`src/rtl/rau_pkg.sv`:
```
// ----------------------------------------------------------------------------
// rau_pkg: shared types and constants of the rational arithmetic unit
// Field widths, operation and status codes, and controller-datapath interface.
// ----------------------------------------------------------------------------
package rau_pkg;

    localparam int WORD_BITS   = 32;
    localparam int NUM_BITS    = 32;
    localparam int DEN_BITS    = 31;
    localparam int OP_BITS     = 2;
    localparam int STATUS_BITS = 2;

    // Operation codes
    localparam logic [OP_BITS-1:0] OP_ADD = 2'd0;
    localparam logic [OP_BITS-1:0] OP_SUB = 2'd1;
    localparam logic [OP_BITS-1:0] OP_MUL = 2'd2;
    localparam logic [OP_BITS-1:0] OP_DIV = 2'd3;

    // Status codes
    localparam logic [STATUS_BITS-1:0] ST_OK   = 2'd0;
    localparam logic [STATUS_BITS-1:0] ST_DZ   = 2'd1;
    localparam logic [STATUS_BITS-1:0] ST_OVFL = 2'd2;

    // Datapath commands
    typedef enum logic [3:0] {
        DP_NONE,
        DP_LOAD,
        DP_MUL0,
        DP_MUL1,
        DP_MUL2,
        DP_MAG,
        DP_GCD_STEP,
        DP_DIVN_INIT,
        DP_DIVD_INIT,
        DP_DIV_STEP,
        DP_OUT,
        DP_OUT_DZ
    } t_dp_cmd;

    // Datapath status toward the controller
    typedef struct packed {
        logic dz;
        logic gcd_done;
        logic div_done;
    } t_dp_sts;

endpackage

```
`src/rtl/rau_ctrl.sv`:
```
// ----------------------------------------------------------------------------
// rau_ctrl: sequencer of the rational arithmetic unit
// Steps the datapath through products, gcd and two divisions per transaction.
// ----------------------------------------------------------------------------
module rau_ctrl import rau_pkg::*; (
    input  logic    i_clk,
    input  logic    i_rst_n,
    input  logic    i_in_valid,
    output logic    o_in_ready,
    output logic    o_out_valid,
    input  logic    i_out_ready,
    output t_dp_cmd o_cmd,
    input  t_dp_sts i_sts
);

    typedef enum logic [3:0] {
        S_IDLE,
        S_MUL0,
        S_MUL1,
        S_MUL2,
        S_MAG,
        S_GCD,
        S_DIVN,
        S_DIVD,
        S_FIN
    } t_state;

    t_state r_state;
    logic   r_dz;
    logic   r_out_valid;
    logic   out_free;

    assign out_free    = !r_out_valid || i_out_ready;
    assign o_in_ready  = (r_state == S_IDLE);
    assign o_out_valid = r_out_valid;

    // Decode the datapath command for this state
    always_comb begin
        o_cmd = DP_NONE;
        unique case (r_state)
            S_IDLE: o_cmd = i_in_valid ? DP_LOAD : DP_NONE;
            S_MUL0: o_cmd = i_sts.dz ? DP_NONE : DP_MUL0;
            S_MUL1: o_cmd = DP_MUL1;
            S_MUL2: o_cmd = DP_MUL2;
            S_MAG:  o_cmd = DP_MAG;
            S_GCD:  o_cmd = i_sts.gcd_done ? DP_DIVN_INIT : DP_GCD_STEP;
            S_DIVN: o_cmd = i_sts.div_done ? DP_DIVD_INIT : DP_DIV_STEP;
            S_DIVD: o_cmd = i_sts.div_done ? DP_NONE : DP_DIV_STEP;
            S_FIN:  o_cmd = out_free ? (r_dz ? DP_OUT_DZ : DP_OUT) : DP_NONE;
            default: o_cmd = DP_NONE;
        endcase
    end

    // Advance state and hold the result valid flag
    always_ff @(posedge i_clk) begin
        if (!i_rst_n) begin
            r_state     <= S_IDLE;
            r_dz        <= 1'b0;
            r_out_valid <= 1'b0;
        end else begin
            if ((r_state == S_FIN) && out_free) begin
                r_out_valid <= 1'b1;
            end else if (r_out_valid && i_out_ready) begin
                r_out_valid <= 1'b0;
            end
            unique case (r_state)
                S_IDLE: begin
                    if (i_in_valid) begin
                        r_state <= S_MUL0;
                    end
                end
                S_MUL0: begin
                    if (i_sts.dz) begin
                        r_dz    <= 1'b1;
                        r_state <= S_FIN;
                    end else begin
                        r_state <= S_MUL1;
                    end
                end
                S_MUL1: r_state <= S_MUL2;
                S_MUL2: r_state <= S_MAG;
                S_MAG:  r_state <= S_GCD;
                S_GCD: begin
                    if (i_sts.gcd_done) begin
                        r_state <= S_DIVN;
                    end
                end
                S_DIVN: begin
                    if (i_sts.div_done) begin
                        r_state <= S_DIVD;
                    end
                end
                S_DIVD: begin
                    if (i_sts.div_done) begin
                        r_state <= S_FIN;
                    end
                end
                S_FIN: begin
                    if (out_free) begin
                        r_dz    <= 1'b0;
                        r_state <= S_IDLE;
                    end
                end
                default: r_state <= S_IDLE;
            endcase
        end
    end

endmodule

```
`config.mk`:
```
export PLATFORM = sky130hd
export DESIGN_NAME = rau_ctrl
export DESIGN_NICKNAME = d
export VERILOG_FILES = /design/src/rtl/rau_pkg.sv /design/src/rtl/rau_ctrl.sv
export SDC_FILE = /design/constraint.sdc
export NUM_CORES = 1
export LEC_CHECK = 0
export BUFFER_PORTS_ARGS = -buffer_cell sky130_fd_sc_hd__buf_2
export CORE_AREA = 8 8 45 47
export CTS_CLUSTER_DIAMETER = 50
export DETAILED_ROUTE_END_ITERATION = 10
export DIE_AREA = 0 0 53 55
export PLACE_DENSITY = 0.55
export SETUP_SLACK_MARGIN = 0.15
export SYNTH_ARGS = -nofsm -noshare
export SYNTH_HDL_FRONTEND = slang
export SYNTH_SLANG_ARGS = --single-unit
export TNS_END_PERCENT = 1
```
`constraint.sdc`:
```
create_clock -name i_clk -period 1.57 [get_ports i_clk]
set_clock_uncertainty 0.05 [all_clocks]
set_input_delay 0.0785 -clock i_clk [delete_from_list [all_inputs] [get_ports i_clk]]
set_output_delay 0.0785 -clock i_clk [all_outputs]
set_load 0.05 [all_outputs]
```
# Word-level counts from Yosys, hierarchy flattened
# Index checks and enable logic that the tools add are counted.
# Widths: inputs -> output; s select.
# classes
eq_ne,14
muxes,20
reduce_logical,9
# op_table
op,n
$pmux 4 s9,2
$mux 4,8
$eq 4x3->1 const B,4
$ne 2x2->1 const B,6
$eq 4x2->1 const B,2
$mux 1,8
$reduce_and 5->1,1
$eq 4x1->1 const B,1
$eq 4x4->1 const B,1
$logic_not 4->1,1
$reduce_bool 2->1,2
$reduce_and 3->1,1
$logic_and 1x1->1,2
$mux 2,1
$pmux 1 s2,1
$logic_not 1->1,1
$logic_or 1x1->1,1
# word_totals
regBits,6
inputBits,7
out_inout_bits,6
word_cells,46

# Depth between registers and ports, before layout
# logic_depth
ltp_word,4
depth_mapped,5
mapped_depth_nobuf,4

# Least setup slack after synthesis
# OpenSTA, ideal clock, no wires.
# synth_timing
kind,register to output
from,register r_state[2]
to,output port o_in_ready
arrival_ns,2.100
t_required_ns,1.441
path_slack_ns,-0.658
path_stages_with_launch,3
path_buffers,1
cell_sequence,dfxtp_1 > clkbuf_1 > nor4_1
# synth_via
elab_chain_cells,1
# synth_lines
element,line_no,text
start: declaration,rau_ctrl.sv:28,t_state r_state;
start signal: assignment,rau_ctrl.sv:57,r_state <= S_IDLE;
start signal: assignment,rau_ctrl.sv:69,r_state <= S_MUL0;
start signal: assignment,rau_ctrl.sv:75,r_state <= S_FIN;
$logic_not 4->1,rau_ctrl.sv:34,assign o_in_ready = (r_state == S_IDLE);
end: declaration,rau_ctrl.sv:9,"output logic o_in_ready,"
# Every way passes these cells.

# Final worst setup path
# layout_timing
from,register r_state[0]
to,output port o_cmd[0]
# layout_via
elab_chain_cells,2
elab_cells_between_ends,10
classes_between,8 x eq/ne; 1 x mux; 1 x reduce/logical
# layout_lines
element,line_no,text
$eq 4x4->1 (tied with other cells),rau_ctrl.sv:40,unique case (r_state)
$pmux 4 s9 (*),rau_ctrl.sv:40,
end: declaration,rau_ctrl.sv:12,"output t_dp_cmd o_cmd,"
# Mark *: on every way between the ends. The rest lies on a longest branch, timed or not.

==> metrics <==
P_leak=0.301 nW; die area=2920 µm²; Worst slew margin=0.788; vias in the first global route=527; slowest CP cell=dfxtp_2; setup_tns=-0.0218 ns; violated checks=negative setup slack; area of the mapped netlist=469 µm²; Worst EP required=1.44 ns; TritonCTS clock tree=yes; Mapped Cells=63; worst-path maximum fanout=7; area share of the largest cell type after synthesis=0.256; FF+latch count, synth=6; post-synthesis cell type count=32; largest net degree at the start of global routing=11; area delta synth->final=53.9%; H-tree depth=1; Yosys Warn Count=0; first-pass GRT wire length=2.33 mm; Sw Pwr=0.514 mW; final RePlAce weighted congestion=0.812; crit-path leading delay family=simple AND/OR/NAND/NOR gates; Final WS setup=-0.0218 ns; Layout Utilization=0.522; WS Path Type=reg -> out; Switching Share=0.464; Final Slew Violations=0; PwrDens=1530 nW/µm²; ANT nets after route=0; die span in x=53 µm; RSZ-0062 raised after global routing=true; HP Class=in -> reg; initial antenna violation count=0; Clock Pin Slew Worst Setup and Hold Paths=0.04 ns; Fmax=628 MHz; Worst Min Path Start=i_rst_n; clock power share=0.128; CP Launch Point=r_state[0]; Tcrit/Tclk final=1.01; Core ar.=1380 µm²; antenna cells=0; GRT Overall Usage=0.111; synthesized net count=70; nets=94; I/O pins=13; CTS Buffer Depth=2; Syn Area/Cell=7.45 µm²; Crit path buffers/inverters=1; Final Hold Fails=0; Reg power frac=0.215; worst-margin pin slew=0.313 ns; Clock Latency Late Sink=0.25 ns; hold buffer count at CTS=0; Internal=0.593 mW; Initial Utilization=0.339; Pre-Repair DR Iteration Count=4; Via-to-Cell Ratio=5.54; drt total wl=1.40 mm; Place WS=0.0761 ns; row cnt=14; crit path launch type=flip-flop; crit-path cells=nor4b_4 > nand2b_1 > o22ai_2 > buf_6; routed wire length per instance=13.8 µm; worst vdd ir=0.724 mV; gr ovfl total=0; total CTS buffers=3; sequential area share after synthesis=0.256; Max stage delay on crit path=0.35 ns; post-DP HPWL=1.02 mm; Crit path arrival time=1.46 ns; status=complete, but fails checks; CP endpoint kind=output pin; leading area contributor after synthesis=dfxtp_1; clk root buf=clkbuf_4; filler cell count=136; hold_ws=0.0765 ns; Final setup viols=1; clk sinks=6; Die H=55 µm; drt drc=0; Combinational Power Share=0.656; max_cap viols=0; via count=560; Final Critical Period=1.59 ns; count of input and output buffers=12; RR Startpoint=r_state[0]; drt initial violations=8; layout cells sized above 1=0.435; Synth area leaders=dfxtp_1 (26%), nand2_1 (7.2%), nor2b_1 (6.7%), o21a_1 (4.8%), mux2i_1 (4.3%)
cells in the mapped netlist (all sizes together):
cell / n
nand2: 9
dfxtp: 6
nor2: 5
nor2b: 5
o21ai: 4
buf: 3
inv: 3
o21a: 3
mux2i: 2
nand3: 2
nor4b: 2
o21bai: 2
a2111oi: 1
a211oi: 1
a21oi: 1
a22oi: 1
a32oi: 1
and2: 1
clkbuf: 1
nand2b: 1
nor3: 1
nor4: 1
nor4bb: 1
o22ai: 1
o311ai: 1
o32ai: 1
or4: 1
xnor2: 1
xor2: 1
layer usage:
layer  track usage  up-vias  wire, µm
li1              -      274         -
met1         0.131      261       607
met2         0.164       19       629
met3        0.0401        6       126
met4        0.0776        0        32
met5             0        -         0
layout by cell type (no fill, tap or decap), types with 3 or more instances in the layout:
| cell | n |
|---|---|
| nor2b_1 | 3 |
| buf_4 | 11 |
| buf_2 | 7 |
| nand2_1 | 9 |
| dfxtp_1 | 3 |
| buf_6 | 5 |
| o21a_1 | 3 |
| nor2_1 | 5 |
| inv_1 | 3 |
| clkbuf_4 | 3 |
kinds of logic (layout without fill, tap and decap cells):
kind of cell	Yosys count	after routing	synth area share
AO/OA/AOI/OAI	17	17	0.261
XOR/XNOR	2	2	0.0373
multiplexers	2	2	0.0427
buffers and inverters	7	29	0.0640
flip-flops	6	6	0.256
AND/OR/NAND/NOR	29	29	0.339
state kept, by name, indices dropped and copies added, names as in the netlist:
register	flops
r_dz	1
o_out_valid	1
r_state	4
final cells by class:
type / count / area, µm² / area share
Sequential cell: 6 / 126 / 0.175
Multi-Input combinational cell: 50 / 368 / 0.510
Timing Repair Buffer: 23 / 174 / 0.241
Tap cell: 16 / 20.0 / 0.0277
Clock buffer: 3 / 22.5 / 0.0312
Inverter: 3 / 11.3 / 0.0156
power groups by stage:
stage | clock network (mW) | registers (mW) | logic (mW)
after detailed placement | 0 | 0.227 | 0.617
after CTS | 0.149 | 0.234 | 0.669
after floorplan | 0 | 0.208 | 0.474
final | 0.142 | 0.238 | 0.726
after global routing | 0.167 | 0.245 | 0.771
after global placement | 0 | 0.226 | 0.619
timing repair:
action | CTS | global route
setup endpoints to repair | 9 | 10
gates resized for setup | 10 | 12
setup buffers | 1 | 1
stage by stage:
step / cell area [µm²] / power [mW] / std cells
floorplan: 490 / 0.682 / 63
global placement: 619 / 0.845 / 96
detailed placement: 619 / 0.844 / 96
CTS: 686 / 1.05 / 100
global route: 722 / 1.18 / 101
finish: 722 / 1.11 / 101
worst paths after layout:
check | to | slack [ns] | depth (start not counted)
setup / recovery | o_cmd[0] | -0.02 | 4
hold reg to reg | r_dz | 0.47 | 2
setup reg to reg | r_dz | 0.06 | 6
hold / removal | r_state[3] | 0.08 | 2
Power figures use the tool's default switching activity.
